### src/rtl/mlp_forward_inference_unit_defines.svh
// ----------------------------------------------------------------------------
// Assertion macros for the MLP forward inference unit
// Shared property forms, clocked on clock and disabled during reset.
// ----------------------------------------------------------------------------
`ifndef MLP_FORWARD_INFERENCE_UNIT_DEFINES_SVH
`define MLP_FORWARD_INFERENCE_UNIT_DEFINES_SVH

// same-cycle implication
`define MFI_ASSERT_IMPL(name, ante, cons) \
   name: assert property (@(posedge clock) disable iff (reset) (ante) |-> (cons)) \
      else $error("mfi assertion failed");

// next-cycle implication
`define MFI_ASSERT_NEXT(name, ante, cons) \
   name: assert property (@(posedge clock) disable iff (reset) (ante) |=> (cons)) \
      else $error("mfi assertion failed");

`endif

### src/rtl/mfi_pkg.sv
`timescale 1ns / 1ps
// ----------------------------------------------------------------------------
// MLP forward inference package
// Shared constants, codes, pipeline tag type and the sigmoid table builder.
// ----------------------------------------------------------------------------
package mfi_pkg;

   localparam int MAX_INPUTS_DEF   = 1024;
   localparam int MAX_HIDDEN_DEF   = 256;
   localparam int WEIGHT_WORDS_DEF = 524288;

   localparam int SIG_ENTRIES = 256;
   localparam int BIAS_WORDS  = 1024;
   localparam int BIAS_AW     = 10;

   localparam int FEAT_W = 16;
   localparam int WGT_W  = 16;
   localparam int BIAS_W = 32;
   localparam int PROD_W = 33;
   localparam int SUM_W  = 48;
   localparam int ACT_W  = 11;
   localparam int PROB_W = 16;

   localparam longint SIG_SPAN = 64'sd8388608;
   localparam longint unsigned Q30 = 64'd1073741824;

   typedef enum logic [1:0] {
      OP_WRITE_WEIGHT = 2'd0,
      OP_WRITE_BIAS   = 2'd1,
      OP_FEATURE      = 2'd2,
      OP_NONE         = 2'd3
   } op_type;

   typedef enum logic [2:0] {
      CSR_LAYER_COUNT = 3'd0,
      CSR_INPUT_WIDTH = 3'd1,
      CSR_HIDDEN_ONE  = 3'd2,
      CSR_HIDDEN_TWO  = 3'd3,
      CSR_DUPLICATE   = 3'd4
   } csr_index_type;

   typedef enum logic [1:0] {
      SRC_FEATURE    = 2'd0,
      SRC_HIDDEN_ONE = 2'd1,
      SRC_HIDDEN_TWO = 2'd2
   } src_kind_type;

   // tag that travels with each memory read issued to the MAC pipeline
   typedef struct packed {
      logic         valid;
      logic         first;
      logic         last;
      src_kind_type kind;
      logic         wzero;
      logic         bzero;
   } mfi_issue_type;

   typedef logic [PROB_W-1:0] sig_table_type [SIG_ENTRIES+1];

   // restoring shift-subtract quotient, used only while building the table
   function automatic longint unsigned udiv_u64(longint unsigned n, longint unsigned d);
      longint unsigned q;
      longint unsigned rem;
      q   = 64'd0;
      rem = 64'd0;
      for (int b = 63; b >= 0; b--) begin
         rem = (rem << 1) | ((n >> b) & 64'd1);
         if (rem >= d) begin
            rem = rem - d;
            q   = q | (64'd1 << b);
         end
      end
      return q;
   endfunction

   // interpolation points of the sigmoid over -8..+8, evaluated at elaboration
   function automatic sig_table_type build_sig_table();
      sig_table_type      tab;
      longint             x;
      longint unsigned    t;
      longint unsigned    y;
      longint unsigned    y2;
      longint unsigned    y3;
      longint unsigned    e;
      longint unsigned    num;
      longint unsigned    den;
      longint unsigned    v;
      for (int i = 0; i <= SIG_ENTRIES; i++) begin
         x  = longint'((longint'(i) <<< 24) / SIG_ENTRIES) - SIG_SPAN;
         t  = (x < 0) ? longint'(-x) : longint'(x);
         y  = t << 2;
         y2 = (y * y) >> 30;
         y3 = (y2 * y) >> 30;
         e  = Q30 - y + (y2 >> 1) - udiv_u64(y3, 64'd6);
         for (int k = 0; k < 8; k++) begin
            e = (e * e + 64'd536870912) >> 30;
         end
         num = (x < 0) ? e : Q30;
         den = Q30 + e;
         v   = udiv_u64((num << 16) + (den >> 1), den);
         tab[i] = (v > 64'd65535) ? 16'hFFFF : v[15:0];
      end
      return tab;
   endfunction

endpackage

### src/rtl/mfi_mac.sv
`timescale 1ns / 1ps
// ----------------------------------------------------------------------------
// Multiply-accumulate pipeline
// Multiplies weight by source, adds into a 48-bit sum seeded with the bias,
// and gives the clipped ReLU of the finished sum.
// ----------------------------------------------------------------------------
module mfi_mac
   import mfi_pkg::*;
(
   input  logic                 clock,
   input  logic                 reset,
   input  mfi_issue_type        issue,
   input  logic [WGT_W-1:0]     weight_rdata,
   input  logic [BIAS_W-1:0]    bias_rdata,
   input  logic [FEAT_W-1:0]    feat_rdata,
   input  logic [ACT_W-1:0]     hone_rdata,
   input  logic [ACT_W-1:0]     htwo_rdata,
   output logic                 done,
   output logic [SUM_W-1:0]     sum,
   output logic [ACT_W-1:0]     act
);

   mfi_issue_type           iss1_ff;
   logic                    v2_ff;
   logic                    first2_ff;
   logic                    last2_ff;
   logic signed [PROD_W-1:0] prod2_ff;
   logic signed [PROD_W-1:0] prod2_in;
   logic signed [BIAS_W-1:0] bias2_ff;
   logic signed [BIAS_W-1:0] bias2_in;
   logic signed [SUM_W-1:0]  acc_ff;
   logic signed [SUM_W-1:0]  acc_in;
   logic                    done_ff;
   logic signed [FEAT_W:0]   src;
   logic signed [WGT_W-1:0]  wgt;

   always_comb begin
      unique case (iss1_ff.kind)
         SRC_FEATURE:    src = {feat_rdata[FEAT_W-1], feat_rdata};
         SRC_HIDDEN_ONE: src = (FEAT_W+1)'(hone_rdata);
         SRC_HIDDEN_TWO: src = (FEAT_W+1)'(htwo_rdata);
         default:        src = '0;
      endcase
      wgt      = iss1_ff.wzero ? '0 : $signed(weight_rdata);
      prod2_in = PROD_W'(wgt * src);
      bias2_in = iss1_ff.bzero ? '0 : $signed(bias_rdata);
      acc_in   = (first2_ff ? SUM_W'(bias2_ff) : acc_ff) + SUM_W'(prod2_ff);
   end

   always_ff @(posedge clock) begin
      if (reset) begin
         iss1_ff <= '0;
         v2_ff   <= 1'b0;
         done_ff <= 1'b0;
      end else begin
         iss1_ff <= issue;
         v2_ff   <= iss1_ff.valid;
         done_ff <= v2_ff & last2_ff;
      end
      first2_ff <= iss1_ff.first;
      last2_ff  <= iss1_ff.last;
      prod2_ff  <= prod2_in;
      if (iss1_ff.first) begin
         bias2_ff <= bias2_in;
      end
      if (v2_ff) begin
         acc_ff <= acc_in;
      end
   end

   // clipped ReLU to 0..1.0 in Q1.10
   always_comb begin
      priority if (acc_ff <= 0) begin
         act = '0;
      end else if (acc_ff >= 48'sd1048576) begin
         act = 11'd1024;
      end else begin
         act = acc_ff[20:10];
      end
   end

   assign done = done_ff;
   assign sum  = acc_ff;

endmodule

### config.mk
export PLATFORM = sky130hd
export DESIGN_NAME = mfi_mac
export DESIGN_NICKNAME = d
export VERILOG_FILES = /design/src/rtl/mlp_forward_inference_unit_defines.svh /design/src/rtl/mfi_pkg.sv /design/src/rtl/mfi_mac.sv
export SDC_FILE = /design/constraint.sdc
export NUM_CORES = 1
export LEC_CHECK = 0
export BUFFER_PORTS_ARGS = -buffer_cell sky130_fd_sc_hd__buf_2
export CAP_MARGIN = 30
export CELL_PAD_IN_SITES_DETAIL_PLACEMENT = 0
export CELL_PAD_IN_SITES_GLOBAL_PLACEMENT = 1
export CORE_ASPECT_RATIO = 0.5
export CORE_MARGIN = 2
export CORE_UTILIZATION = 48
export DETAILED_ROUTE_END_ITERATION = 6
export PLACE_DENSITY = 0.83
export SYNTH_ARGS = -nofsm -noshare
export SYNTH_HDL_FRONTEND = slang
export SYNTH_SLANG_ARGS = --single-unit
### constraint.sdc
create_clock -name clock -period 9.1 [get_ports clock]
set_input_delay 1.82 -clock clock [delete_from_list [all_inputs] [get_ports clock]]
set_output_delay 1.82 -clock clock [all_outputs]
set_load 0.02 [all_outputs]
==> results of run 1 <==
==> path summary, 6_finish.rpt <==
path	from	endpoint	slack, ns
setup / recovery	htwo_rdata[10]	prod2_ff[31]$_DFF_P_	1.11
hold / removal	iss1_ff[4]$_SDFF_PP0_	last2_ff$_DFF_P_	0.33
hold reg to reg	iss1_ff[4]$_SDFF_PP0_	last2_ff$_DFF_P_	0.33
setup reg to reg	iss1_ff[2]$_SDFF_PP0_	prod2_ff[31]$_DFF_P_	1.33
==> critical path, stage by stage <==
cell      delay, ns
buf_2          0.08
mux2i_1        0.09
o21ai_1        0.79
nand2_1        0.18
fa_1           0.57
inv_1          0.06
fa_1           0.44
fa_1           0.41
fa_1           0.51
fa_1           0.55
inv_1          0.05
fa_1           0.53
inv_1          0.06
ha_1           0.38
and3_1         0.20
and2_1         0.20
nand3_1        0.14
nor4_1         0.29
nor3_1         0.12
a311oi_2       0.41
a211oi_1       0.14
o21bai_1       0.17
xor2_1         0.15
==> cell usage in the layout (no fill, tap or decap), types with 14 or more instances in the layout <==
cell type	netlist	routed
edfxtp_1	80	80
nor2b_1	58	58
and3_1	14	14
xor2_1	20	20
a21oi_1	66	66
xnor2_1	54	54
nor2_1	185	185
nand2_1	172	172
dfxtp_1	44	42
and2_1	24	24
inv_1	359	359
nand2b_1	21	21
fa_1	268	268
a21o_1	41	41
nand3_1	18	18
buf_4	0	28
o21a_1	16	16
o21bai_1	14	14
buf_2	1	154
clkbuf_16	0	17
nor4_1	14	14
o21ai_0	44	44
mux2_2	30	30
ha_1	130	130
==> final cells by class <==
| cell class | count | area share (%) |
|---|---|---|
| clock buffer | 20 | 2.38 |
| clock inverter | 12 | 0.725 |
| inverter | 359 | 7.03 |
| multi-input combinational | 1319 | 64.5 |
| sequential | 124 | 17.1 |
| tap | 475 | 3.10 |
| timing repair buffer | 182 | 5.12 |
==> cell families (layout without fill, tap and decap cells) <==
group | Yosys count | count (layout) | share of synthesized area (%)
mux | 43 | 43 | 2.72
buf+inv | 416 | 573 | 9.08
fa+ha+maj | 398 | 398 | 40.6
simple gates | 538 | 538 | 14.3
flops | 124 | 124 | 19.1
xor+xnor | 74 | 74 | 3.77
compound gates | 266 | 266 | 10.5
==> registers in the layout, summed over array words and instances, names as in the netlist <==
signal,cells
first2_ff,1
iss1_ff,7
last2_ff,1
done,1
prod2_ff,33
bias2_ff,32
v2_ff,1
sum,48
==> power breakdown <==
part | switching, W | internal (W) | leakage (nW)
sequential | 0.000111 | 0.000891 | 1.12
combinational | 0.00346 | 0.00251 | 7.92
clock | 0.000266 | 0.000420 | 0.291
total | 0.00383 | 0.00382 | 9.33
==> through the flow <==
| stage | power (W) | area, um2 | utilization (%) |
|---|---|---|---|
| global route | 0.00855 | 19200 | 54.9 |
| finish | 0.00765 | 19200 | 54.9 |
| detailed placement | 0.00693 | 18600 | 53.2 |
| CTS | 0.00765 | 19200 | 54.9 |
| floorplan | 0.00553 | 17200 | - |
| global placement | 0.00686 | 18600 | 53.2 |
==> per-layer routing <==
layer  track usage [%]  wire length [um]  vias to the layer above
li1                  -                 -                     6222
met1              34.8             20900                     6337
met2              40.7             20100                      352
met3              4.55              2810                       59
met4              6.29               846                        0
met5                 0                 0                        -
==> results.sh, run 1 <==
export IMPL_worstPathRequired_ns=9.45
export IMPL_syn_nets=2352
export IMPL_fin_crit_sh_pct=87.8
export IMPL_synth_top_area_share_pct=31.2
export IMPL_grt_usage_pct=25.0
export IMPL_finalWorstSetupSlack_ns=1.11
export IMPL_synth_flop_cell="edfxtp_1"
export IMPL_grt_pass1_wl_um=72100
export IMPL_drt_iter0_drc=871
export IMPL_synth_seq_cells=124
export IMPL_clk_latency_ns=0.42
export IMPL_finalHoldViolations=0
export IMPL_max_slew_margin_pct=35.5
export IMPL_drc=0
export IMPL_dieArea_mm2=0.0375
export IMPL_port_buffers=154
export IMPL_viasPerCell=5.21
export IMPL_post_place_cells=2459
export IMPL_final_nets=2496
export IMPL_core_rowCount=48
export IMPL_yosysWarnings=0
export IMPL_cts_hold_buf=0
export IMPL_powerDensity_mw_per_mm2=399
export IMPL_core_mm2=0.0349
export IMPL_drv_cap=0
export IMPL_synthToLayoutAreaGrowth_pct=11.4
export IMPL_ff2ff_path_depth=23
export IMPL_worstPathArrival_ns=8.34
export IMPL_worstSetupEndpointType="flop"
export IMPL_whs_path_depth=0
export IMPL_hp_class="flop to flop"
export IMPL_hold_ws_ns=0.330
export IMPL_synth_most_common_cell="inv_1"
export IMPL_synth_top_cell_by_area="fa_1"
export IMPL_ir_drop_mv=0.403
export IMPL_grt_pass1_vias=13342
export IMPL_dp_slack_ns=0.736
export IMPL_worst_pin_slew_ns=0.961
export IMPL_ant_nets=0
export IMPL_routed_wl_um=44600
export IMPL_async_flop_share_pct=0
export IMPL_synth_cells=1859
export IMPL_clkTransAtPathRegs_ns=0.06
export IMPL_ctsHtreeMaxLevel=4
export IMPL_grt_start_max_net_pins=50
export IMPL_rsz0062_at_grt="false"
export IMPL_clock_skew_ns=0.0169
export IMPL_drive_gt1_share_pct=13.2
export IMPL_synth_distinct_cells=64
export IMPL_critPathMaxFanout=9
export IMPL_place_congestion=0.975
export IMPL_fin_setup_tns_ns=0
export IMPL_cts_tree="yes"
export IMPL_ios=155
export IMPL_root_buffer="clkbuf_16"
export IMPL_cts_resized=0
export IMPL_ys_seq_area_share_pct=19.1
export IMPL_outcome="completed"
export IMPL_vias=12970
export IMPL_start_util_pct=49.3
export IMPL_antenna_cells=0
export IMPL_p_leak_nw=9.33
export IMPL_startpoint_type="primary input"
export IMPL_syn_area_mm2=0.0172
export IMPL_ys_top_cells_by_count="359 x inv_1, 268 x fa_1, 185 x nor2_1"
export IMPL_seqCellArea_mm2=0.00329
export IMPL_path_class="primary input to flop"
export IMPL_grt_ovfl_total=0
export IMPL_antenna_found_initial=0
export IMPL_setup_viol=0
export IMPL_fin_crit_ns=7.99
export IMPL_layout_cells_non_filler=2491
export IMPL_synth_edf_count=80
export IMPL_post_cts_setup_buffers=0
export IMPL_dpl_hpwl_um=36800
export IMPL_cts_sinks=124
export IMPL_cts_buffers=17
export IMPL_drtPass1Iterations=7
export IMPL_fillers=3195
export IMPL_die_h_um=138
export IMPL_clk_path_buf_depth=2
export IMPL_drv_slew=0
export IMPL_die_x_um=272
export IMPL_wire_per_inst_um=17.9
export IMPL_multi_input_area_mm2=0.0124
export IMPL_avgSynthCellArea_um2=9.26
export IMPL_synthTopCellsByArea="fa_1 31%, edfxtp_1 14%, ha_1 9.5%"
export IMPL_max_freq_mhz=125
Power figures use the tool's default switching activity.
==> run 2, diff against run 1 <==
- CELL_PAD_IN_SITES_GLOBAL_PLACEMENT: 1 -> 2
- CORE_UTILIZATION: 48 -> 39
- PLACE_DENSITY: 0.83 -> 0.82
- SLEW_MARGIN: default -> 10
==> results.sh, run 2 (synthesis gave the netlist of run 1 again) <==
export IMPL_cts_sinks=124
export IMPL_ir_drop_mv=0.249
export IMPL_dieArea_mm2=0.0459
export IMPL_core_rowCount=54
export IMPL_synthToLayoutAreaGrowth_pct=12.3
export IMPL_cts_tree="yes"
export IMPL_die_h_um=153
export IMPL_cts_hold_buf=0
export IMPL_worstSetupEndpointType="flop"
export IMPL_drive_gt1_share_pct=13.3
export IMPL_routed_wl_um=47800
export IMPL_busiest_layer="met2"
export IMPL_grt_use_met2_pct=35.6
export IMPL_path_cells="buf_2 > nor2b_1 > nand2_1 > inv_1 > fa_1 > inv_1 > fa_1 > inv_1 > fa_1 > fa_1 > fa_1 > inv_1 > fa_1 > inv_1 > ha_1 > and3_1 > and2_1 > nand3_1 > nor4_1 > nor3_1 > a311oi_2 > a211oi_1 > o21bai_1 > xor2_1"
export IMPL_drv_slew=0
export IMPL_grt_pass1_wl_um=77800
export IMPL_clkTransAtPathRegs_ns=0.07
export IMPL_hp_class="flop to flop"
export IMPL_fin_crit_ns=7.99
export IMPL_cpMostUsedCell="fa_1"
export IMPL_worst_pin_slew_ns=0.929
export IMPL_place_congestion=0.867
export IMPL_startpoint_type="primary input"
export IMPL_drv_cap=0
export IMPL_outcome="completed"
export IMPL_max_freq_mhz=125
export IMPL_gr_usage_met1_pct=31.2
export IMPL_powerDensity_mw_per_mm2=397
export IMPL_final_nets=2498
export IMPL_worstPathRequired_ns=9.45
export IMPL_setup_viol=0
export IMPL_rsz0062_at_grt="false"
export IMPL_placed_area_mm2=0.0187
export IMPL_crit_slowest_cell="fa_1"
export IMPL_post_cts_setup_buffers=0
export IMPL_vias=12925
export IMPL_drtPass1Iterations=5
export IMPL_final_cell_mix="359 x inv_1, 268 x fa_1, 185 x nor2_1"
export IMPL_ctsHtreeMaxLevel=4
export IMPL_fin_crit_sh_pct=87.8
export IMPL_cts_resized=0
export IMPL_clk_path_buf_depth=2
export IMPL_clk_latency_ns=0.43
export IMPL_antenna_cells=0
export IMPL_start_util_pct=39.5
export IMPL_largest_register_ffs=48
export IMPL_die_x_um=301
export IMPL_grt_start_max_net_pins=50
export IMPL_finalHoldViolations=0
export IMPL_stdcell_area_mm2=0.0193
export IMPL_dpl_hpwl_um=39500
export IMPL_grt_usage_pct=22.0
export IMPL_drc=0
export IMPL_p_leak_nw=9.35
export IMPL_core_mm2=0.0436
export IMPL_path_class="primary input to flop"
export IMPL_max_slew_margin_pct=38.0
export IMPL_grt_use_met3_pct=3.52
export IMPL_cts_buffers=17
export IMPL_root_buffer="clkbuf_16"
export IMPL_ios=155
export IMPL_wire_per_inst_um=18.3
export IMPL_max_stage_delay_ns=0.53
export IMPL_critPathMaxFanout=8
export IMPL_mostFrequentLayoutCell="inv_1"
export IMPL_clock_skew_ns=0.0145
export IMPL_antenna_found_initial=0
export IMPL_ant_nets=0
export IMPL_worstPathBufferInverterCount=6
export IMPL_viasPerCell=4.96
export IMPL_drt_iter0_drc=876
export IMPL_grt_ovfl_total=0
export IMPL_port_buffers=154
export IMPL_fin_setup_tns_ns=0
export IMPL_critPathTopFamily="adder cells"
export IMPL_worstPathArrival_ns=8.34
export IMPL_grt_pass1_vias=13694
## run 2: path summary, 6_finish.rpt
path | from | to | slack (ns) | cells after the start
max | weight_rdata[1] | prod2_ff[31]$_DFF_P_ | 1.11 | 24
min | iss1_ff[4]$_SDFF_PP0_ | last2_ff$_DFF_P_ | 0.34 | 0
max reg2reg | iss1_ff[2]$_SDFF_PP0_ | prod2_ff[31]$_DFF_P_ | 1.31 | 24
min reg2reg | iss1_ff[4]$_SDFF_PP0_ | last2_ff$_DFF_P_ | 0.34 | 0
## run 2: final cells by class
class / count / area, um2
Clock buffer: 19 / 475
Clock inverter: 13 / 126
Fill cell: 4352 / 24200
Inverter: 359 / 1350
Multi-Input combinational cell: 1319 / 12400
Sequential cell: 124 / 3290
Tap cell: 588 / 736
Timing Repair Buffer: 184 / 996
## run 2: report_power, final
| part | switching, W | internal (W) |
|---|---|---|
| Sequential | 0.000118 | 0.000891 |
| Combinational | 0.00346 | 0.00250 |
| Clock | 0.000280 | 0.000414 |
## run 2: per-stage QoR
step	power (W)	hold slack (ns)	std cells	setup WS, ns	utilization, %
after global placement	0.00696	0.312	2574	0.750	43.0
final	0.00767	0.339	2606	1.11	44.4
after detailed placement	0.00697	0.317	2574	0.692	43.0
after CTS	0.00772	0.345	2606	1.12	44.4
after floorplan	0.00553	0.310	1859	1.51	-
after global routing	0.00866	0.354	2606	0.611	44.4
## run 2: worst reg2reg max path, stage by stage, from the launching register on
cell and delay [ns]:
dfxtp_1 0.81, nor2_1 0.37, and2_1 0.42, nand2_1 0.18
inv_1 0.10, fa_1 0.69, inv_1 0.14, fa_1 0.50
inv_1 0.06, fa_1 0.42, fa_1 0.52, fa_1 0.55
inv_1 0.05, fa_1 0.53, inv_1 0.07, ha_1 0.36
and3_1 0.19, and2_1 0.21, nand3_1 0.16, nor4_1 0.31
nor3_1 0.14, a311oi_2 0.43, a211oi_1 0.16, o21bai_1 0.19
xor2_1 0.15
## run 2: routing by layer
| metal | share of wire, % | vias up |
|---|---|---|
| li1 | - | 6234 |
| met1 | 47 | 6336 |
| met2 | 46 | 314 |
| met3 | 5.2 | 41 |
| met4 | 1.7 | 0 |
| met5 | 0 | - |
==> run 3, diff against run 2 <==
- CORE_ASPECT_RATIO: 0.5 -> 1.5
- CORE_UTILIZATION: 39 -> 40
- CTS_BUF_LIST: default -> sky130_fd_sc_hd__clkbuf_8
- PLACE_DENSITY: 0.82 -> 0.84
==> results.sh, run 3 (synthesis gave the netlist of run 1 again) <==
export IMPL_clock_skew_ns=0.0172
export IMPL_powerDensity_mw_per_mm2=383
export IMPL_fin_crit_sh_pct=87.0
export IMPL_worstSetupEndpointType="flop"
export IMPL_place_congestion=0.911
export IMPL_hp_class="flop to flop"
export IMPL_p_leak_nw=9.27
export IMPL_dpl_hpwl_um=40100
export IMPL_die_x_um=173
export IMPL_root_buffer="clkbuf_8"
export IMPL_path_cells="buf_2 > and2_1 > nand2_1 > inv_1 > fa_1 > inv_1 > fa_1 > inv_1 > fa_1 > fa_1 > fa_1 > inv_1 > fa_1 > inv_1 > ha_1 > and3_1 > and2_1 > nand3_1 > nor4_1 > nor3_1 > a311oi_2 > a211oi_1 > o21bai_1 > xor2_1"
export IMPL_grt_ovfl_total=0
export IMPL_worstPathRequired_ns=9.50
export IMPL_grt_use_met3_pct=2.25
export IMPL_worst_pin_slew_ns=0.896
export IMPL_clk_latency_ns=0.47
export IMPL_worstPathArrival_ns=8.32
export IMPL_gr_usage_met1_pct=23.6
export IMPL_fin_setup_tns_ns=0
export IMPL_ir_drop_mv=0.280
export IMPL_cts_buffers=17
export IMPL_clk_path_buf_depth=2
export IMPL_routed_wl_um=46900
export IMPL_final_nets=2500
export IMPL_cts_tree="yes"
export IMPL_cpMostUsedCell="fa_1"
export IMPL_regToRegSetupSlack_ns=1.42
export IMPL_max_slew_margin_pct=39.6
export IMPL_port_buffers=154
export IMPL_busiest_layer="met2"
export IMPL_stdcell_area_mm2=0.0192
export IMPL_drc=0
export IMPL_drtPass1Iterations=5
export IMPL_ios=155
export IMPL_grt_start_max_net_pins=50
export IMPL_rsz0062_at_grt="false"
export IMPL_clkTransAtPathRegs_ns=0.08
export IMPL_grt_pass1_wl_um=74700
export IMPL_grt_pass1_vias=14237
export IMPL_max_stage_delay_ns=0.66
export IMPL_drive_gt1_share_pct=13.4
export IMPL_fin_crit_ns=7.92
export IMPL_crit_slowest_cell="fa_1"
export IMPL_post_cts_setup_buffers=0
export IMPL_mostFrequentLayoutCell="inv_1"
export IMPL_setup_viol=0
export IMPL_cts_hold_buf=0
export IMPL_grt_usage_pct=21.5
export IMPL_drt_iter0_drc=574
export IMPL_drv_slew=0
export IMPL_fillers=4270
export IMPL_ctsHtreeMaxLevel=4
export IMPL_start_util_pct=40.3
export IMPL_ant_nets=0
export IMPL_outcome="completed"
export IMPL_path_class="primary input to flop"
export IMPL_synthToLayoutAreaGrowth_pct=11.4
export IMPL_max_freq_mhz=126
export IMPL_die_h_um=258
export IMPL_finalHoldViolations=0
export IMPL_final_cell_mix="359 x inv_1, 268 x fa_1, 185 x nor2_1"
export IMPL_core_mm2=0.0427
export IMPL_largest_register_ffs=48
export IMPL_antenna_found_initial=1
export IMPL_cts_sinks=124
export IMPL_viasPerCell=5.01
export IMPL_drv_cap=0
export IMPL_vias=12977
export IMPL_core_rowCount=93
export IMPL_grt_use_met2_pct=40.1
export IMPL_wire_per_inst_um=18.1
export IMPL_critPathMaxFanout=9
export IMPL_dieArea_mm2=0.0447
export IMPL_startpoint_type="primary input"
export IMPL_placed_area_mm2=0.0187
export IMPL_cts_resized=0
[run 3: stage by stage]
step	setup WS [ns]	hold WS, ns	cells	util [%]	power (W)
after global routing	0.843	0.352	2591	44.9	0.00825
after detailed placement	0.602	0.315	2557	43.8	0.00685
after CTS	1.13	0.336	2589	44.8	0.00743
final	1.18	0.333	2591	44.9	0.00735
after global placement	0.700	0.313	2557	43.8	0.00676
after floorplan	1.51	0.310	1859	-	0.00553
[run 3: final cells by class]
type,count,area [um2],area share (%)
multi-input combinational,1319,12400,64.5
sequential,124,3290,17.1
inverter,359,1350,7.03
timing repair buffer,186,1020,5.31
tap,570,713,3.72
clock buffer,18,248,1.29
clock inverter,14,191,0.999
antenna,1,2.50,0.0131
[run 3: worst paths after layout]
| check | from | to | cells past startpoint |
|---|---|---|---|
| hold / removal | iss1_ff[4]$_SDFF_PP0_ | last2_ff$_DFF_P_ | 0 |
| setup reg to reg | iss1_ff[3]$_SDFF_PP0_ | prod2_ff[31]$_DFF_P_ | 25 |
| hold reg to reg | iss1_ff[4]$_SDFF_PP0_ | last2_ff$_DFF_P_ | 0 |
| setup / recovery | feat_rdata[15] | prod2_ff[31]$_DFF_P_ | 24 |
[run 3: layer usage]
layer | part of all wire, % | wire length [um] | vias to the layer above
met2 | 52 | 24400 | 312
met3 | 2.9 | 1350 | 106
li1 | - | - | 6228
met4 | 5.8 | 2700 | 0
met5 | 0 | 0 | -
met1 | 39 | 18400 | 6331
[run 3: power breakdown]
part / switching [W] / internal (W) / total, W / leakage, nW
combinational: 0.00335 / 0.00248 / 0.00583 / 7.94
sequential: 0.0000870 / 0.000889 / 0.000976 / 1.12
clock: 0.000237 / 0.000306 / 0.000543 / 0.211
total: 0.00367 / 0.00367 / 0.00735 / 9.27
[run 3: worst max-delay path, delay by kind of cell]
kind,cells,cell delay [ns]
adder cells (fa/ha/maj),7,3.62
AO/OA/AOI/OAI,3,0.74
XOR/XNOR,1,0.15
AND/OR/NAND/NOR,7,1.46
buffers and inverters,6,0.51
